[src/rtl/core/lsc_pkg.sv]
// ----------------------------------------------------------------------------
// lsc_pkg
// Shared types, constants and helpers for the lens shading correction block.
// ----------------------------------------------------------------------------
package lsc_pkg;

	localparam int MAX_GRID       = 16;
	localparam int MAX_DIM        = 4096;
	localparam int GAIN_FRAC_BITS = 12;
	localparam int POS_FRAC       = 12;
	localparam int NODES          = (MAX_GRID + 1) * (MAX_GRID + 1);
	localparam int MEM_DEPTH      = 4 * NODES;
	localparam int MEM_AW         = $clog2(MEM_DEPTH);
	localparam int CNT_W          = 12;
	localparam int DIM_W          = 13;
	localparam int GRID_W         = 5;
	localparam int IDX_W          = 4;
	localparam int FRAC_W         = POS_FRAC + 1;
	localparam int DIV_W          = 28;
	localparam int ACC_W          = 40;
	localparam int ACC_HALF       = ACC_W / 2;
	localparam int PROD_W         = 16 + ACC_HALF;
	localparam int SHIFT          = 2 * POS_FRAC + GAIN_FRAC_BITS;

	typedef enum logic [2:0] {
		CFG_ENABLE     = 3'd0,
		CFG_WIDTH      = 3'd1,
		CFG_HEIGHT     = 3'd2,
		CFG_GRID_COLS  = 3'd3,
		CFG_GRID_ROWS  = 3'd4,
		CFG_CFA        = 3'd5,
		CFG_PIXEL_BITS = 3'd6,
		CFG_UNUSED     = 3'd7
	} cfg_idx_t;

	typedef enum logic [3:0] {
		ST_IDLE,
		ST_DIV_X,
		ST_WAIT_X,
		ST_DIV_Y,
		ST_WAIT_Y,
		ST_NODE_RD,
		ST_NODE_MAC,
		ST_MUL_LO,
		ST_MUL_HI,
		ST_FINISH
	} state_t;

	typedef struct packed {
		logic       load;
		logic       capture;
		logic       div_start;
		logic       div_axis_y;
		logic       lat_x;
		logic       lat_y;
		logic       node_rd;
		logic [1:0] node;
		logic       mac;
		logic       mul_lo;
		logic       mul_hi;
		logic       finish;
	} cmd_t;

	typedef struct packed {
		logic passthru;
		logic div_done;
		logic out_free;
	} status_t;

	// Color channel from CFA pattern and row/column parity.
	function automatic logic [1:0] chan_of(input logic [1:0] cfa, input logic row_odd,
		input logic col_odd);
		logic [1:0] ch;
		unique case ({cfa, row_odd, col_odd})
			4'b00_00: ch = 2'd0;
			4'b00_01: ch = 2'd1;
			4'b00_10: ch = 2'd2;
			4'b00_11: ch = 2'd3;
			4'b01_00: ch = 2'd1;
			4'b01_01: ch = 2'd0;
			4'b01_10: ch = 2'd3;
			4'b01_11: ch = 2'd2;
			4'b10_00: ch = 2'd3;
			4'b10_01: ch = 2'd2;
			4'b10_10: ch = 2'd1;
			4'b10_11: ch = 2'd0;
			4'b11_00: ch = 2'd2;
			4'b11_01: ch = 2'd3;
			4'b11_10: ch = 2'd0;
			4'b11_11: ch = 2'd1;
			default:  ch = 2'd0;
		endcase
		return ch;
	endfunction

endpackage

[src/rtl/core/lsc_ctrl.sv]
// ----------------------------------------------------------------------------
// lsc_ctrl
// Sequencer: load, or locate, four node reads, scale, deliver, or passthru.
// ----------------------------------------------------------------------------
module lsc_ctrl (
	input  logic              clk,
	input  logic              arst_n,
	input  logic              in_valid,
	input  logic              opcode,
	output logic              in_ready,
	input  lsc_pkg::status_t  status,
	output lsc_pkg::cmd_t     cmd
);

	lsc_pkg::state_t state_q, state_d;
	logic [1:0]      node_q, node_d;

	always_ff @(posedge clk or negedge arst_n) begin
		if (!arst_n) begin
			state_q <= lsc_pkg::ST_IDLE;
			node_q  <= '0;
		end else begin
			state_q <= state_d;
			node_q  <= node_d;
		end
	end

	always_comb begin
		state_d  = state_q;
		node_d   = node_q;
		in_ready = 1'b0;
		cmd      = '0;
		cmd.node = node_q;
		unique case (state_q)
			lsc_pkg::ST_IDLE: begin
				in_ready = 1'b1;
				node_d   = '0;
				if (in_valid) begin
					if (opcode) begin
						cmd.load = 1'b1;
					end else begin
						cmd.capture = 1'b1;
						state_d = status.passthru ? lsc_pkg::ST_FINISH : lsc_pkg::ST_DIV_X;
					end
				end
			end
			lsc_pkg::ST_DIV_X: begin
				cmd.div_start = 1'b1;
				state_d = lsc_pkg::ST_WAIT_X;
			end
			lsc_pkg::ST_WAIT_X: begin
				if (status.div_done) begin
					cmd.lat_x = 1'b1;
					state_d = lsc_pkg::ST_DIV_Y;
				end
			end
			lsc_pkg::ST_DIV_Y: begin
				cmd.div_start  = 1'b1;
				cmd.div_axis_y = 1'b1;
				state_d = lsc_pkg::ST_WAIT_Y;
			end
			lsc_pkg::ST_WAIT_Y: begin
				if (status.div_done) begin
					cmd.lat_y = 1'b1;
					state_d = lsc_pkg::ST_NODE_RD;
				end
			end
			lsc_pkg::ST_NODE_RD: begin
				cmd.node_rd = 1'b1;
				state_d = lsc_pkg::ST_NODE_MAC;
			end
			lsc_pkg::ST_NODE_MAC: begin
				cmd.mac = 1'b1;
				node_d  = node_q + 2'd1;
				state_d = (node_q == 2'd3) ? lsc_pkg::ST_MUL_LO : lsc_pkg::ST_NODE_RD;
			end
			lsc_pkg::ST_MUL_LO: begin
				cmd.mul_lo = 1'b1;
				state_d = lsc_pkg::ST_MUL_HI;
			end
			lsc_pkg::ST_MUL_HI: begin
				cmd.mul_hi = 1'b1;
				state_d = lsc_pkg::ST_FINISH;
			end
			lsc_pkg::ST_FINISH: begin
				// hold until the output register can take the result
				if (status.out_free) begin
					cmd.finish = 1'b1;
					state_d = lsc_pkg::ST_IDLE;
				end
			end
			default: state_d = lsc_pkg::ST_IDLE;
		endcase
	end

endmodule

[config.mk]
export PLATFORM = sky130hd
export DESIGN_NAME = lsc_ctrl
export DESIGN_NICKNAME = d
export VERILOG_FILES = /design/src/rtl/core/lsc_pkg.sv /design/src/rtl/core/lsc_ctrl.sv
export SDC_FILE = /design/constraint.sdc
export NUM_CORES = 1
export LEC_CHECK = 0
export BUFFER_PORTS_ARGS = -buffer_cell sky130_fd_sc_hd__buf_2
export CORE_AREA = 2 2 39 41
export DETAILED_ROUTE_END_ITERATION = 7
export DIE_AREA = 0 0 41 43
export GPL_ROUTABILITY_DRIVEN = 0
export PLACE_DENSITY = 0.64
export SETUP_SLACK_MARGIN = 0.05
export SLEW_MARGIN = 20
export SYNTH_ARGS = -nofsm -noshare
export SYNTH_HDL_FRONTEND = slang
export SYNTH_SLANG_ARGS = --single-unit
[constraint.sdc]
create_clock -name clk -period 1.7 [get_ports clk]
set_clock_uncertainty 0.15 [all_clocks]
set_input_delay 0.085 -clock clk [delete_from_list [all_inputs] [get_ports clk]]
set_output_delay 0.085 -clock clk [all_outputs]
set_load 0.02 [all_outputs]
==> results of run 1 <==
[critical path, delay by kind of cell, from the launching register on]
kind | cells | cell delay [ns]
flops | 1 | 0.47
buf+inv | 1 | 0.12
simple gates | 2 | 0.58
[kinds of logic after synthesis]
| logic type | after synthesis | share of synthesized area [%] |
|---|---|---|
| AND/OR/NAND/NOR | 29 | 34.5 |
| AO/OA/AOI/OAI | 10 | 16.6 |
| buffers and inverters | 7 | 9.09 |
| flip-flops | 6 | 31.2 |
| XOR/XNOR | 2 | 3.64 |
| multiplexers | 1 | 2.34 |
| adder cells (fa/ha/maj) | 1 | 2.60 |
[layout make-up]
type                    instances  area share, %
clock buffers                   3           3.04
well taps                      16           2.70
repair buffers                 35           31.0
inverters                       3           1.52
multi-input cells              43           40.8
flip-flops and latches          6           20.9
[registers in the layout, indices dropped and copies added, names as in the netlist]
signal,cells
node_q,2
state_q,4
[worst max-delay path by stage]
stage / cells after the start / end / startpoint / slack, ns
detailed placement: 3 / state_q[3]$_DFFE_PN0P_ / state_q[2]$_DFFE_PN0P_ / 0.14
floorplan: 3 / cmd[11] / state_q[3]$_DFFE_PN0P_ / 0.1
finish: 3 / cmd[11] / state_q[0]$_DFFE_PN0P_ / 0.05
global placement: 3 / state_q[3]$_DFFE_PN0P_ / state_q[1]$_DFFE_PN0P_ / 0.23
global route: 3 / cmd[11] / state_q[0]$_DFFE_PN0P_ / -0.01
CTS: 3 / cmd[11] / state_q[2]$_DFFE_PN0P_ / 0.05
[repair_timing]
action / CTS / global route
hold buffers: 1 / 0
gates cloned: 0 / 0
hold endpoints to repair: 6 / 0
pin swaps: 1 / 3
endpoints found under the setup margin: 8 / 5
buffers inserted: 6 / 7
gates resized for setup: 5 / 6
[routing by layer]
metal	routed length [um]	vias up	share of wire, %
li1	-	271	-
met1	564	272	41
met2	721	23	53
met3	83	0	6.1
met4	0	0	0
met5	0	-	0
[power by group]
group | switching [mW] | internal, mW
registers | 0.120 | 0.202
clock network | 0.0479 | 0.0796
logic | 0.410 | 0.417
[synthesized netlist by cell type (2+ instances only)]
cell	count	area [um^2]
nor3_1	3	15.0
nand2_1	4	15.0
buf_6	2	22.5
nor2b_1	2	12.5
a31o_1	2	17.5
nor4_1	3	18.8
a22o_1	2	17.5
buf_2	2	10.0
nand2b_1	3	18.8
dfrtp_1	6	150
nor2_1	6	22.5
inv_1	2	7.51
and3_1	2	12.5
[metrics by stage]
step                      setup slack [ns]  instance area [um^2]
final                               0.0512                   742
after global routing               -0.0118                   742
after CTS                           0.0539                   668
after detailed placement             0.144                   577
after global placement               0.225                   577
after floorplan                     0.0976                   482
==> metrics.log, run 1 <==
[metrics] GR Layer Usage met3: 4.71%
[metrics] actual slew at the worst max-slew pin: 0.288 ns
[metrics] Layout Nets: 100
[metrics] max-cap violation count: 0
[metrics] worst r2r dst: node_q[0]$_DFFE_PN0P_
[metrics] critical path endpoint category: output port
[metrics] fraction of met2 tracks used by global routing: 23.1%
[metrics] worst hold slack: 0.0457 ns
[metrics] GRT Max-Usage Layer: met2
[metrics] top achievable clock speed: 0.607 GHz
[metrics] number of violations reported at the end of detailed-routing iteration 0: 3
[metrics] number of antenna repair diodes: 0
[metrics] fraction of final layout cells sized beyond drive strength 1: 50.0%
[metrics] via count of the first global-routing pass: 448
[metrics] startpoint class of the critical path: register
[metrics] top-level port count: 21
[metrics] flop-to-flop setup slack: 0.14 ns
[metrics] total negative setup slack: 0 ns
[metrics] DRC violation count after routing: 0
[metrics] drt first pass iters: 4
[metrics] part of the Yosys area used for sequential elements: 31.2%
[metrics] DIE WIDTH: 41 um
[metrics] buffers added on ports: 20
[metrics] critical path data arrival time: 1.41 ns
[metrics] Post-DP HPWL: 840 um
[metrics] #FFs+latches synth: 6
[metrics] number of max-slew violations in the final report: 0
[metrics] hold violation count in the final report: 0
[metrics] crit path kind: register to output port
[metrics] total overflow reported by the global router: 0
[metrics] num rows: 14
[metrics] pin count of the biggest net entering global routing: 15
[metrics] Synth Instances: 56
[metrics] maximum clock path buffer count: 2
[metrics] die outline height: 43 um
[metrics] count of clock tree sinks: 6
[metrics] leakage power total: 0.388 nW
[metrics] count of filler cells inserted in the layout: 133
[metrics] count of nets left with antenna violations after detail routing: 0
[metrics] cell with the largest stage delay on the worst path: dfrtp_2
[metrics] WL/cell: 12.9 um
[metrics] pwr dens: 1720 mW/mm^2
[metrics] all-layer global routing usage: 15.4%
[metrics] worst slew margin relative to its limit: 80.8%
[metrics] effective utilization at floorplan: 34.8%
[metrics] Most used DFF post-synth: dfrtp_1
[metrics] area of the multi-input gates: 303 um^2
[metrics] final core utilization: 53.6%
[metrics] highest net fanout along the worst path: 8
[metrics] detailed-route wire length: 1370 um
[metrics] launching point of the worst reg2reg path: state_q[0]$_DFFE_PN0P_
[metrics] asr flop ratio synth: 100%
[metrics] most used cells in the layout excluding fill and tap cells: 17 x buf_2, 15 x buf_4, 6 x nor2_1, 4 x nand2_1, 4 x dfrtp_2
[metrics] met1 Use GR: 20.7%
[metrics] share of the cycle needed by the critical path after routing: 97.0%
[metrics] number of library cell types mapped by synthesis: 30
[metrics] number of nets in the synthesized netlist: 64
[metrics] count of synthesis-stage warnings from yosys: 0
[metrics] number of vias per cell: 5.34
[metrics] number of placed instances, taps included: 89
[metrics] first-pass GRT wire length: 1860 um
[metrics] clock transition at the registers of the reported paths: 0.05 ns
[metrics] core area: 0.00138 mm^2
[metrics] clock network latency to the later pin of the worst-skew pair: 0.24 ns
[metrics] VDD IR-drop max: 0.000775 V
[metrics] unrepaired setup endpoints after global routing: true
[metrics] cell depth of the worst flop-to-flop path: 4
[metrics] per-instance average area after synthesis: 8.60 um^2
[metrics] relative area change from synthesis to final layout: 54.0%
[metrics] CTS tree: yes
[metrics] maximum cell stage delay along the critical path: 0.47 ns
[metrics] total die area: 0.00176 mm^2
[metrics] post-layout total power: 1.28 mW
[metrics] netlist area before placement: 482 um^2
[metrics] shortest clock period the worst path allows after layout: 1.65 ns
[metrics] number of CTS-inserted buffers: 3
[metrics] Layout Cells excl Fill: 106
[metrics] EDFF count, synth: 0
[metrics] Final setup viols: 0
[metrics] vias post-DR: 566
[metrics] commonest non-fill, non-tap cell in the layout: buf_2
[metrics] path class of the lowest-slack min-delay path: primary input to async pin
[metrics] initial antenna violation count: 0
[metrics] H-tree level count: 1
[metrics] Required @ worst endpoint: 1.46 ns
[metrics] result of the run: finished clean
[metrics] cells along the critical path: nor4_4, and3b_1, buf_6
[metrics] footprint of the flip-flops and latches: 155 um^2
[metrics] clock root cell: clkbuf_4
No activity file was read; power rests on OpenSTA's default activity.
==> run 2, diff against run 1 <==
Settings changed: GPL_TIMING_DRIVEN set to 0.
==> run 2 against run 1 <==
Effect of this change: clock power hardly changed; cell count shrank 3.8%; sequential share of layout area shrank 0.12 points; sequential cell count is the same; critical path depth up 2; critical path type unchanged; critical endpoint is now cmd[8].
==> metrics.log, run 2 (synthesis gave the netlist of run 1 again) <==
[metrics] result of the run: finished clean
[metrics] footprint of the flip-flops and latches: 151 um^2
[metrics] total die area: 0.00176 mm^2
[metrics] clock network latency to the later pin of the worst-skew pair: 0.24 ns
[metrics] count of nets left with antenna violations after detail routing: 0
[metrics] cell depth of the worst flop-to-flop path: 5
[metrics] max-cap violation count: 0
[metrics] Placement Setup Slack: 0.280 ns
[metrics] pwr dens: 1730 mW/mm^2
[metrics] Worst Setup Slack, final: 0.0782 ns
[metrics] top-level port count: 21
[metrics] initial antenna violation count: 0
[metrics] first-pass GRT wire length: 1860 um
[metrics] worst hold slack: 0.0343 ns
[metrics] buffers added on ports: 20
[metrics] count of clock tree sinks: 6
[metrics] relative area change from synthesis to final layout: 51.2%
[metrics] flop-to-flop setup slack: 0.14 ns
[metrics] most used cells in the layout excluding fill and tap cells: 18 x buf_2, 6 x buf_6, 6 x nor2_1, 6 x buf_4, 5 x dfrtp_1
[metrics] highest net fanout along the worst path: 7
[metrics] launching point of the worst reg2reg path: state_q[0]$_DFFE_PN0P_
[metrics] clock transition at the registers of the reported paths: 0.05 ns
[metrics] core area: 0.00138 mm^2
[metrics] number of max-slew violations in the final report: 0
[metrics] die outline height: 43 um
[metrics] DRC violation count after routing: 0
[metrics] post-layout total power: 1.26 mW
[metrics] number of vias per cell: 5.16
[metrics] cell area after placement: 602 um^2
[metrics] via count of the first global-routing pass: 442
[metrics] number of violations reported at the end of detailed-routing iteration 0: 10
[metrics] Final setup viols: 0
[metrics] drt first pass iters: 3
[metrics] startpoint class of the critical path: register
[metrics] worst r2r dst: node_q[0]$_DFFE_PN0P_
[metrics] hold violation count in the final report: 0
[metrics] commonest non-fill, non-tap cell in the layout: buf_2
[metrics] Post-DP HPWL: 857 um
[metrics] DIE WIDTH: 41 um
[metrics] Layout Nets: 96
[metrics] actual slew at the worst max-slew pin: 0.271 ns
[metrics] fraction of final layout cells sized beyond drive strength 1: 45.3%
[metrics] VDD IR-drop max: 0.000814 V
[metrics] max reg flops: 4
[metrics] number of CTS-inserted buffers: 3
[metrics] top achievable clock speed: 0.617 GHz
[metrics] H-tree level count: 1
[metrics] pin count of the biggest net entering global routing: 11
[metrics] clock root cell: clkbuf_4
[metrics] largest reg by FF count: state_q
[metrics] maximum clock path buffer count: 2
[metrics] critical path data arrival time: 1.39 ns
[metrics] fin area: 728 um^2
[metrics] num rows: 14
[metrics] leakage power total: 0.380 nW
[metrics] detailed-route wire length: 1270 um
[metrics] path class of the lowest-slack min-delay path: primary input to async pin
[metrics] top flop regs: state_q x4, node_q x2
[metrics] WL/cell: 12.4 um
[metrics] crit path kind: register to output port
[metrics] count of filler cells inserted in the layout: 132
[metrics] area of the multi-input gates: 310 um^2
[metrics] CTS tree: yes
[metrics] worst slew margin relative to its limit: 81.8%
[metrics] number of antenna repair diodes: 0
[metrics] critical path endpoint category: output port
[metrics] vias post-DR: 526
[metrics] shortest clock period the worst path allows after layout: 1.62 ns
[metrics] total overflow reported by the global router: 0
[metrics] Required @ worst endpoint: 1.46 ns
[metrics] effective utilization at floorplan: 34.8%
[metrics] unrepaired setup endpoints after global routing: true
[metrics] all-layer global routing usage: 15.3%
[metrics] share of the cycle needed by the critical path after routing: 95.4%
run 2: cell types whose count changed in the layout (fill, tap and decap cells not counted):
cell / delta
nand2b_1: -1
buf_2: +1
buf_4: -9
nand2b_4: +1
dfrtp_2: -3
buf_6: +4
dfrtp_1: +3
run 2: power by group:
group | internal, mW | leakage [nW] | switching [mW]
sequential | 0.196 | 0.0774 | 0.0629
combinational | 0.412 | 0.288 | 0.459
clock | 0.0798 | 0.0138 | 0.0502
total | 0.688 | 0.380 | 0.572
run 2: worst max path at each step:
stage | slack (ns) | start | endpoint | cells past startpoint
finish | 0.08 | state_q[0]$_DFFE_PN0P_ | cmd[8] | 5
floorplan | 0.1 | state_q[3]$_DFFE_PN0P_ | cmd[11] | 3
CTS | 0.03 | state_q[1]$_DFFE_PN0P_ | cmd[8] | 5
detailed placement | 0.28 | state_q[3]$_DFFE_PN0P_ | node_q[0]$_DFFE_PN0P_ | 4
global route | -0.00007 | state_q[1]$_DFFE_PN0P_ | cmd[0] | 4
global placement | 0.29 | state_q[3]$_DFFE_PN0P_ | node_q[0]$_DFFE_PN0P_ | 4
run 2: per-stage QoR:
stage	cells	util, %	setup TNS, ns
global route	102	52.6	-0.0000664
floorplan	56	-	0
CTS	96	46.5	0
detailed placement	92	43.5	0
global placement	92	43.5	0
finish	102	52.6	0
run 2: critical path, stage by stage, from the launching register on:
cell and delay (ns):
dfrtp_1 0.41, buf_6 0.15, and2b_1 0.22, nand2_1 0.06, nor3_1 0.12, buf_2 0.19
run 2: cell type report:
cell class | instances | area share, %
Buffer | 4 | 6.19
Clock buffer | 3 | 3.09
Inverter | 3 | 1.55
Multi-Input combinational cell | 43 | 42.6
Sequential cell | 6 | 20.8
Tap cell | 16 | 2.75
Timing Repair Buffer | 27 | 23.0
run 2: layer usage:
| metal | GRT usage [%] | share of wire [%] | vias to the layer above |
|---|---|---|---|
| met4 | 2.00 | 0 | 0 |
| met5 | 0 | 0 | - |
| met1 | 20.4 | 46 | 250 |
| li1 | - | - | 262 |
| met3 | 6.28 | 4.3 | 0 |
| met2 | 23.1 | 50 | 14 |
run 2: what timing repair did:
action	4_1_cts	5_1_grt
hold endpoints to repair	6	0
hold buffers	1	0
resized for setup	1	13
pin swaps	0	4
buffers inserted	0	6
setup endpoints to repair	2	7
